### src/hdl/arra_pkg.sv
// Package for the audio ring rate adapter: sizes, register indexes, reset values
// and the structs that pass between the sequencer and the shared divider.
// No dependencies.
package arra_pkg;

  localparam int RING_DEPTH       = 1024;
  localparam int ENDPOINT_BUFFERS = 3;
  localparam int NOMINAL_SAMPLES  = 16;

  localparam int PTR_W    = $clog2(RING_DEPTH);
  localparam int SAMPLE_W = 16;
  localparam int WORD_W   = 2 * SAMPLE_W;
  localparam int TIMER_W  = 32;
  localparam int LIM_W    = 9;
  localparam int EP_W     = 2;
  localparam int BYTES_W  = 7;
  localparam int N_W      = $clog2(NOMINAL_SAMPLES + 2);
  localparam int CNT_W    = $clog2(TIMER_W + 1);
  localparam int DEV_W    = ((PTR_W > LIM_W) ? PTR_W : LIM_W) + 2;

  localparam int CFG_IDX_W = 2;
  localparam logic [CFG_IDX_W-1:0] CFG_RING_PERIOD  = 2'd0;
  localparam logic [CFG_IDX_W-1:0] CFG_RESYNC_LIMIT = 2'd1;
  localparam logic [CFG_IDX_W-1:0] CFG_TRIM_LIMIT   = 2'd2;

  localparam logic [TIMER_W-1:0] RING_PERIOD_RESET  = 32'd6144000;
  localparam logic [LIM_W-1:0]   RESYNC_LIMIT_RESET = 9'd50;
  localparam logic [LIM_W-1:0]   TRIM_LIMIT_RESET   = 9'd5;

  // Command to the shared divider. In fraction mode the remainder is loaded
  // with init and zeros are shifted in; otherwise init is the dividend.
  typedef struct packed {
    logic               start;
    logic               frac_mode;
    logic [TIMER_W-1:0] init;
  } arra_div_cmd_t;

  typedef struct packed {
    logic               done;
    logic [TIMER_W-1:0] rem;
    logic [PTR_W-1:0]   quo;
  } arra_div_sts_t;

endpackage

### src/hdl/arra_divider.sv
// Shared restoring divider, one quotient bit per cycle. Computes a 32-bit
// remainder modulo the period, or the fraction bits of rem * RING_DEPTH / period.
// Depends on arra_pkg for widths and the command and status structs.
module arra_divider (
  input  logic                         clk_i,
  input  logic                         rst_ni,
  input  logic [arra_pkg::TIMER_W-1:0] period_i,
  input  arra_pkg::arra_div_cmd_t      cmd_i,
  output arra_pkg::arra_div_sts_t      sts_o
);

  logic                         busy_q, busy_d;
  logic                         done_q, done_d;
  logic [arra_pkg::CNT_W-1:0]   cnt_q, cnt_d;
  logic [arra_pkg::CNT_W-1:0]   last_q, last_d;
  logic [arra_pkg::TIMER_W-1:0] rem_q, rem_d;
  logic [arra_pkg::TIMER_W-1:0] sh_q, sh_d;
  logic [arra_pkg::PTR_W-1:0]   quo_q, quo_d;

  logic [arra_pkg::TIMER_W:0]   cand;
  logic [arra_pkg::TIMER_W:0]   diff;
  logic                         ge;

  assign cand = {rem_q, sh_q[arra_pkg::TIMER_W-1]};
  assign diff = cand - {1'b0, period_i};
  assign ge   = (cand >= {1'b0, period_i});

  always_comb begin
    busy_d = busy_q;
    done_d = 1'b0;
    cnt_d  = cnt_q;
    last_d = last_q;
    rem_d  = rem_q;
    sh_d   = sh_q;
    quo_d  = quo_q;
    if (cmd_i.start) begin
      busy_d = 1'b1;
      cnt_d  = '0;
      quo_d  = '0;
      if (cmd_i.frac_mode) begin
        rem_d  = cmd_i.init;
        sh_d   = '0;
        last_d = arra_pkg::CNT_W'(arra_pkg::PTR_W - 1);
      end else begin
        rem_d  = '0;
        sh_d   = cmd_i.init;
        last_d = arra_pkg::CNT_W'(arra_pkg::TIMER_W - 1);
      end
    end else if (busy_q) begin
      rem_d = ge ? diff[arra_pkg::TIMER_W-1:0] : cand[arra_pkg::TIMER_W-1:0];
      sh_d  = {sh_q[arra_pkg::TIMER_W-2:0], 1'b0};
      quo_d = {quo_q[arra_pkg::PTR_W-2:0], ge};
      cnt_d = cnt_q + arra_pkg::CNT_W'(1);
      if (cnt_q == last_q) begin
        busy_d = 1'b0;
        done_d = 1'b1;
      end
    end
  end

  always_ff @(posedge clk_i or negedge rst_ni) begin
    if (!rst_ni) begin
      busy_q <= 1'b0;
      done_q <= 1'b0;
      cnt_q  <= '0;
      last_q <= '0;
    end else begin
      busy_q <= busy_d;
      done_q <= done_d;
      cnt_q  <= cnt_d;
      last_q <= last_d;
    end
  end

  always_ff @(posedge clk_i) begin
    rem_q <= rem_d;
    sh_q  <= sh_d;
    quo_q <= quo_d;
  end

  assign sts_o.done = done_q;
  assign sts_o.rem  = rem_q;
  assign sts_o.quo  = quo_q;

endmodule

### config.mk
export PLATFORM = sky130hd
export DESIGN_NAME = arra_divider
export DESIGN_NICKNAME = d
export VERILOG_FILES = /design/src/hdl/arra_pkg.sv /design/src/hdl/arra_divider.sv
export SDC_FILE = /design/constraint.sdc
export NUM_CORES = 1
export LEC_CHECK = 0
export ABC_AREA = 1
export BUFFER_PORTS_ARGS = -buffer_cell sky130_fd_sc_hd__buf_2
export CAP_MARGIN = 20
export CORE_MARGIN = 2
export CORE_UTILIZATION = 51
export CTS_BUF_LIST = sky130_fd_sc_hd__clkbuf_8 sky130_fd_sc_hd__clkbuf_16
export CTS_CLUSTER_DIAMETER = 150
export DETAILED_ROUTE_END_ITERATION = 10
export GPL_TIMING_DRIVEN = 0
export PLACE_DENSITY = 0.73
export SYNTH_ARGS = -nofsm -noshare
export SYNTH_HDL_FRONTEND = slang
export SYNTH_SLANG_ARGS = --single-unit
### constraint.sdc
create_clock -name clk_i -period 3.32 [get_ports clk_i]
set_input_delay 0.498 -clock clk_i [delete_from_list [all_inputs] [get_ports clk_i]]
set_output_delay 0.498 -clock clk_i [all_outputs]
set_load 0.02 [all_outputs]
# After elaboration in Yosys (flattened, before gate mapping)
# Cells that the tools add are included.
[totals] ff_bits=88 input_bits=68 output_inout_bits=43 wordCells=28
[classes] add_sub_neg=2 magnitude_cmp=1 eq_ne=1 muxes=16 n_reduce_logical=1
[op_table] op="two-way mux 32 bit" count=7
[op_table] op=">= comparator 33 x 32 -> 1 bit" count=1
[op_table] op="subtractor 32 bit" count=1
[op_table] op="two-way mux 6 bit" count=2
[op_table] op="adder 6 x 1 -> 6 bit (second input constant)" count=1
[op_table] op="== test 6 bit" count=1
[op_table] op="two-way mux 1 bit" count=6
[op_table] op="two-way mux 5 bit" count=1
[op_table] op="nonzero test 2 bit" count=1

# Depth between registers and ports, before layout
# Gate-level depths: netlist of the first run.
[logic_depth] word_depth=4 depth_mapped=17 depth_no_buf=16

# Worst setup path after synthesis of the first run
# No wires, ideal clock.
[synth_path] path_type="register to register" startpoint="register busy_q" endpoint="register rem_q[0] in the netlist's numbering, enable pin" setup_time_ps=786 arrival_ps=2008 required_ps=2534 path_slack_ps=526 path_stages_with_launch=4 path_buffers=1 period_less_slack_ps=2794 cell_sequence="dfrtp_1 -> clkbuf_1 -> nor2_1 -> clkinv_1"
[synth_via] elab_chain_len=1
[synth_rtl] item="start, declared" line="arra_divider.sv:12" rtl="logic busy_q, busy_d;"
[synth_rtl] item="start signal, assigned" line="arra_divider.sv:68" rtl="busy_q <= busy_d;"
[synth_rtl] item="nonzero test 2 bit (no source line)"
[synth_rtl] item="end signal, assigned" line="arra_divider.sv:76" rtl="rem_q <= rem_d;"
[synth_rtl] item="end, declared" line="arra_divider.sv:16" rtl="logic [arra_pkg::TIMER_W-1:0] rem_q, rem_d;"
# No other way between the ends.
# A chain may end at the register's enable or synchronous reset.

# Worst setup path after layout of the first run
[layout_path] startpoint="register sh_q[31] in the netlist's numbering" endpoint="register rem_q[28] in the netlist's numbering, data pin"
[layout_via] elab_chain_len=4 elab_cells_between_ends=5 classes_between="add/sub (1); order compare (1); mux (3)"
[layout_rtl] item="start, declared" line="arra_divider.sv:17" rtl="logic [arra_pkg::TIMER_W-1:0] sh_q, sh_d;"
[layout_rtl] item="start signal, assigned" line="arra_divider.sv:77" rtl="sh_q <= sh_d;"
[layout_rtl] item="subtractor 32 bit or >= comparator 33 x 32 -> 1 bit (tied branches)" line="arra_divider.sv:25, arra_divider.sv:26"
[layout_rtl] item="two-way mux 32 bit *" line="arra_divider.sv:50" rtl="rem_d = ge ? diff[arra_pkg::TIMER_W-1:0] : cand[arra_pkg::TIMER_W-1:0];"
[layout_rtl] item="two-way mux 32 bit *" line="arra_divider.sv:49" rtl="end else if (busy_q) begin"
[layout_rtl] item="two-way mux 32 bit *" line="arra_divider.sv:36" rtl="if (cmd_i.start) begin"
[layout_rtl] item="net rem_d, one bit" line="arra_divider.sv:16"
# The timed path passes the listed nets; every way through them passes the cells marked *. The select of a mux whose other input is x is not followed.

==> qor.txt, run 1 <==
EDFF count, synth -> 64
post-DR wirelength/cell -> 14.2 um
clk sinks -> 84
min Tclk post-route -> 2.54 ns
origin of the critical flop-to-flop path -> sh_q[31]
largest net degree at the start of global routing -> 40
post-DP HPWL -> 15.2 mm
first-pass GRT wire length -> 29.6 mm
clk buf depth -> 2
FF-to-FF setup slack -> 0.78 ns
Pwr Total -> 6.84 mW
worst skew pair latency -> 0.34 ns
CTS tree -> built
grt met1 use -> 0.360
terminus of the critical flop-to-flop path -> rem_q[28]
Rows -> 42
Die Y -> 119 um
dpl ws -> 0.741 ns
Post-synth top flop -> edfxtp_1
GRT Overall Usage -> 0.267
Min-Delay Path Class -> input pin to asynchronous set/reset pin
peak supply drop -> 0.000419 V
Final GP Congestion -> 0.895
slew at the pin with the worst max-slew slack -> 0.595 ns
num ports -> 111
grt ovf -> 0
ratio of cells with drive above 1 in the final layout -> 0.162
vias in the first global route -> 6121
hold buffer count at cts -> 0
CP endpoint kind -> flip-flop
final worst setup slack -> 0.778 ns
Final Skew -> 0.00747 ns
setup repair after global routing missed its margin -> false
Relative slew margins -> 0.593
Initial Util -> 0.518
register area share after synthesis -> 0.349
Synthesis Warnings -> 0
vias per inst -> 4.97
initial antenna violation count -> 0
FF+latch count, synth -> 84
Inserted Diodes -> 0
grt met3 use -> 0.0335
synthesized area per cell -> 6.71 um^2
Post-Syn Nets -> 1115
DRT antenna net count -> 0
PortBufs -> 110
die width -> 119 um
Worst-path clk slew -> 0.06 ns
Die Area -> 0.0143 mm^2
Max-Cap Viols -> 0
Post-Syn Area -> 0.00680 mm^2
DRC viols -> 0
final WL -> 18.7 mm
Min Hold Slack -> 0.00727 ns
Worst Path Max Fanout -> 4
postcts setup bufs -> 0
# fillers -> 1283
starting DRC count in detailed routing -> 478
FMAX -> 0.393 GHz
crit start category -> flip-flop
Final setup viols -> 0
Gate Count Post-Synth -> 1013
Synth async-reset ratio -> 0.119
placed instance area -> 0.00759 mm^2
Initial DRT Pass Iterations -> 6
Worst EP arrival -> 2.64 ns
Root Buffer -> clkbuf_16
CP Data Required Time -> 3.41 ns
kind of critical path -> flip-flop to flip-flop
Core ar. -> 0.0131 mm^2
fin. max-slew vios -> 0
status -> finished, final reports clean
Distinct cells, synth -> 40
routed via count -> 6534
GR peak layer -> met2
Setup TNS -> 0 ns
PwrDens -> 862 mW/mm^2
grt met2 use -> 0.439
CTS H-tree lvls -> 3
leak pwr -> 4.49 nW
worst reg2reg path depth -> 16
Final #Nets -> 1237
post-CTS sizing -> 0
area grow syn2layout -> 16.8%
Final Instance Area -> 0.00794 mm^2
total CTS buffers -> 9
part of the cycle the worst path needs -> 0.766
final hold violation count -> 0
-- through the flow --
step / cells / util
4_1_cts: 1316 / 0.604
2_1_floorplan: 1013 / -
5_1_grt: 1316 / 0.604
3_3_place_gp: 1299 / 0.576
3_5_place_dp: 1300 / 0.578
6_report: 1316 / 0.604
-- kinds of logic (layout without fill, tap and decap cells) --
| logic type | after synthesis | count (layout) | share of synthesized area |
|---|---|---|---|
| adder cells (fa/ha/maj) | 34 | 34 | 0.0637 |
| flip-flops | 84 | 84 | 0.349 |
| AO/OA/AOI/OAI | 88 | 88 | 0.0690 |
| AND/OR/NAND/NOR | 540 | 540 | 0.352 |
| XOR/XNOR | 14 | 14 | 0.0180 |
| buffers and inverters | 253 | 380 | 0.148 |
-- cells in the final DEF (no fill, tap or decap), types with 10 or more instances in the layout --
cell	count
xnor2_1	12
o21ai_0	41
clkbuf_16	12
nor2_1	43
inv_1	219
dfxtp_1	10
nand3_1	76
nand3b_1	15
edfxtp_1	64
clkbuf_1	11
ha_1	33
nand2_1	351
a21oi_1	24
nand3_2	12
nand4_1	11
buf_2	117
dfrtp_1	10
-- cell usage after synthesis, drive strengths merged, types with 2 or more instances --
library cell,n,share of area
nand2,361,0.21
inv,226,0.12
nand3,88,0.074
edfxtp,64,0.28
nor2,53,0.036
o21ai,50,0.037
ha,33,0.061
a21oi,26,0.020
nand3b,15,0.017
buf,14,0.016
xnor2,12,0.015
clkbuf,11,0.0061
nand4,11,0.010
dfrtp,10,0.037
dfxtp,10,0.029
o22ai,8,0.0074
nor3,7,0.0052
and2,2,0.0018
clkinv,2,0.0011
or2,2,0.0018
xor2,2,0.0026
-- power by group --
group	switching (mW)	internal [mW]
clock network	0.400	0.718
registers	0.268	1.48
logic	2.56	1.42
total	3.23	3.61
-- final cells by class --
type / instances / area, um^2 / share of cell area
Multi-Input combinational cell: 676 / 3420 / 0.431
Buffer: 25 / 151 / 0.0191
Timing Repair Buffer: 111 / 571 / 0.0719
Inverter: 228 / 857 / 0.108
Clock buffer: 12 / 300 / 0.0378
Sequential cell: 84 / 2370 / 0.299
Tap cell: 176 / 220 / 0.0277
Clock inverter: 4 / 48.8 / 0.00615
-- flip-flops by register name, summed over array words and instances, names as in the netlist --
signal	flops
sh_q	32
cnt_q	6
done_q	1
busy_q	1
quo_q	10
last_q	2
rem_q	32
-- routing by layer --
layer	vias up	wire, um
li1	3390	-
met1	2897	8370
met2	211	8560
met3	36	1220
met4	0	546
met5	-	0
-- how the worst max path moves through the flow --
stage               cells past startpoint        start        end
CTS                                    16     sh_q[31]  rem_q[28]
finish                                 16     sh_q[31]  rem_q[28]
detailed placement                     16  period_i[0]  rem_q[28]
global placement                        3    cmd_i[33]  rem_q[29]
global route                           16     sh_q[31]  rem_q[28]
floorplan                               3       busy_q   rem_q[0]
-- worst max-delay path, stage by stage (launching register included) --
cell,delay (ns)
edfxtp_1,0.37
inv_1,0.11
ha_1,0.15
inv_1,0.07
fa_1,0.46
nand2_1,0.10
nand3_1,0.07
nand3_1,0.09
nand2_1,0.15
nand2_1,0.10
nand2_1,0.08
nand2_1,0.15
nand2_1,0.07
nand2_1,0.07
nand3_2,0.09
nand2_1,0.09
nand2_1,0.05
No activity file was read; power rests on OpenSTA's default activity.
==> inputs of run 2 (changes only) <==
--- a/config.mk
+++ b/config.mk
@@ -5,7 +5,7 @@
 export SDC_FILE = /design/constraint.sdc
 export NUM_CORES = 1
 export LEC_CHECK = 0
-export ABC_AREA = 1
+export ABC_AREA = 0
 export BUFFER_PORTS_ARGS = -buffer_cell sky130_fd_sc_hd__buf_2
 export CAP_MARGIN = 20
 export CORE_MARGIN = 2
@@ -14,7 +14,7 @@
 export CTS_CLUSTER_DIAMETER = 150
 export DETAILED_ROUTE_END_ITERATION = 10
 export GPL_TIMING_DRIVEN = 0
-export PLACE_DENSITY = 0.73
+export PLACE_DENSITY = 0.78
 export SYNTH_ARGS = -nofsm -noshare
 export SYNTH_HDL_FRONTEND = slang
 export SYNTH_SLANG_ARGS = --single-unit
==> constraint.sdc (replaced) <==
create_clock -name clk_i -period 2.25 [get_ports clk_i]
set_input_delay 0.3375 -clock clk_i [delete_from_list [all_inputs] [get_ports clk_i]]
set_output_delay 0.3375 -clock clk_i [all_outputs]
set_load 0.02 [all_outputs]
==> run 2 against run 1 <==
Clock-buffer cell count fell by 3. Sequential power rose by 38%. Maximum frequency fell by 14%. The run now ends with setup timing left. Critical path type unchanged.
==> qor.txt, run 2 <==
setup repair after global routing missed its margin -> true
Worst Path Max Fanout -> 6
Inst Count DP -> 826
CTS tree -> built
Relative slew margins -> 0.535
top cells by count, synth -> 64 x edfxtp_1, 48 x nand2_1, 41 x nor2_1, 40 x inv_1, 33 x ha_1
ratio of cells with drive above 1 in the final layout -> 0.390
clk buf depth -> 2
Rows -> 38
crit path cell chain -> ha_4, a21o_1, a21o_1, a21oi_2, and3b_1, a211o_4, or2_1, buf_6, buf_12, buf_16, mux2i_1, o21ai_1
Post-Syn Area -> 0.00562 mm^2
die width -> 109 um
Root Buffer -> clkbuf_8
Distinct cells, synth -> 65
PortBufs -> 110
peak supply drop -> 0.000770 V
post-DP HPWL -> 11.5 mm
Yosys top cell by area -> edfxtp_1
crit start category -> flip-flop
FF+latch count, synth -> 84
first-pass GRT wire length -> 27.9 mm
Gate Count Post-Synth -> 575
final worst setup slack -> -0.709 ns
most used cell, CP -> a21o_1
Core ar. -> 0.0108 mm^2
Synth async-reset ratio -> 0.119
fin. max-slew vios -> 0
final WL -> 18.4 mm
area grow syn2layout -> 40.9%
DRT antenna net count -> 0
num ports -> 111
most common cell after layout, fill and taps aside -> buf_2
grt ovf -> 0
vias per inst -> 6.10
Min-Delay Path Class -> input pin to flip-flop
Final setup viols -> 33
Synthesis Warnings -> 0
CP delay by family, top -> compound AO/OA/AOI/OAI gates
CTS H-tree lvls -> 3
kind of critical path -> flip-flop to flip-flop
total CTS buffers -> 9
Initial DRT Pass Iterations -> 5
Post-Syn Nets -> 677
FMAX -> 0.338 GHz
Max-Cap Viols -> 0
Inserted Diodes -> 0
initial antenna violation count -> 0
Max stage delay on crit path -> 0.47 ns
largest net degree at the start of global routing -> 40
final hold violation count -> 0
Final GP Congestion -> 0.930
Min Hold Slack -> 0.244 ns
Pwr Total -> 10.2 mW
register area share after synthesis -> 0.422
CP endpoint kind -> flip-flop
Synth area leaders -> edfxtp_1 34%, ha_1 7.3%, mux2i_1 5.0%
EDFF count, synth -> 64
violated checks -> setup timing
Core Util, Final -> 0.734
Yosys top cell area share -> 0.342
Die Area -> 0.0119 mm^2
PwrDens -> 1290 mW/mm^2
leak pwr -> 3.70 nW
Die Y -> 109 um
CP Data Required Time -> 2.38 ns
Post-synth top flop -> edfxtp_1
Final #Nets -> 874
clk sinks -> 84
dpl ws -> -1.00 ns
Slowest-stage cell, CP -> edfxtp_1
count leader, synth -> edfxtp_1
GRT Overall Usage -> 0.311
min Tclk post-route -> 2.96 ns
slew at the pin with the worst max-slew slack -> 0.698 ns
post-DR wirelength/cell -> 20.1 um
non-filler cells, final -> 917
routed via count -> 5595
status -> finished with violations
starting DRC count in detailed routing -> 487
Initial Util -> 0.521
FF-to-FF setup slack -> -0.71 ns
Final Skew -> 0.0163 ns
Worst EP arrival -> 3.09 ns
synthesized area per cell -> 9.77 um^2
Worst Path Buf+Inv -> 3
Worst-path clk slew -> 0.10 ns
part of the cycle the worst path needs -> 1.32
DRC viols -> 0
most frequent cells in the layout -> 111 x buf_2, 65 x buf_4, 64 x edfxtp_1, 45 x nand2_1
worst skew pair latency -> 0.40 ns
top flop regs -> rem_q (32), sh_q (32), quo_q (10)
vias in the first global route -> 5548
run 2: cell families after synthesis:
family                   count (synthesis)  share of synthesized area
AO/OA/AOI/OAI                          185                      0.230
AND/OR/NAND/NOR                        149                      0.125
flip-flops                              84                      0.422
buffers and inverters                   67                     0.0512
adder cells (fa/ha/maj)                 34                     0.0770
multiplexers                            32                     0.0579
XOR/XNOR                                24                     0.0374
run 2: worst paths after layout:
check,from,endpoint,depth (start not counted)
worst max-delay path,rem_q[25],rem_q[19],12
worst min-delay path,cmd_i[10],sh_q[10],2
worst max register to register,rem_q[25],rem_q[19],12
worst min register to register,quo_q[4],quo_q[5],2
max in group asynchronous,rst_ni,cnt_q[0],2
min in group asynchronous,rst_ni,last_q[3],2
run 2: worst register-to-register path, delay by kind of cell (launching register included):
| family | cells | cell delay [ns] |
|---|---|---|
| AOI/OAI and AO/OA | 5 | 0.92 |
| DFF | 1 | 0.47 |
| and+or+nand+nor | 2 | 0.46 |
| buffers and inverters | 3 | 0.44 |
| adders and majority gates | 1 | 0.25 |
| muxes | 1 | 0.15 |
run 2: metal layers:
| layer | wire length, um | up-vias | global-route usage |
|---|---|---|---|
| met5 | 0 | - | 0 |
| met4 | 797 | 0 | 0.145 |
| met2 | 8850 | 322 | 0.511 |
| li1 | - | 2541 | - |
| met1 | 7100 | 2656 | 0.373 |
| met3 | 1640 | 76 | 0.0950 |
run 2: cell type report:
| cell class | count | area, um^2 |
|---|---|---|
| multi-input cells | 424 | 3580 |
| plain buffers | 22 | 116 |
| repair inverters | 1 | 5.00 |
| repair buffers | 190 | 1290 |
| inverters | 40 | 154 |
| well taps | 140 | 175 |
| flip-flops and latches | 84 | 2370 |
| clock buffers | 9 | 124 |
| clock inverters | 7 | 106 |
| fillers | 742 | 2870 |
run 2: timing repair:
action	CTS	global route
hold buffers	1	0
setup buffers	63	15
pin swaps	42	30
hold endpoints to repair	10	0
setup endpoints to repair	33	72
gates cloned	3	1
gates resized for setup	94	26
run 2: report_power, final:
group | leakage (nW) | internal (mW) | total, mW | switching, mW
registers | 0.938 | 2.09 | 2.42 | 0.330
clock network | 0.116 | 0.644 | 1.27 | 0.629
logic | 2.65 | 3.19 | 6.51 | 3.32
total | 3.70 | 5.93 | 10.2 | 4.28
run 2: per-stage QoR:
stage	area (um^2)	TNS, ns
6_report	7920	-19.36
4_1_cts	7760	-17.05
5_1_grt	7920	-20.81
3_3_place_gp	6470	-76.21
3_5_place_dp	6490	-36.62
2_1_floorplan	5750	-15.96
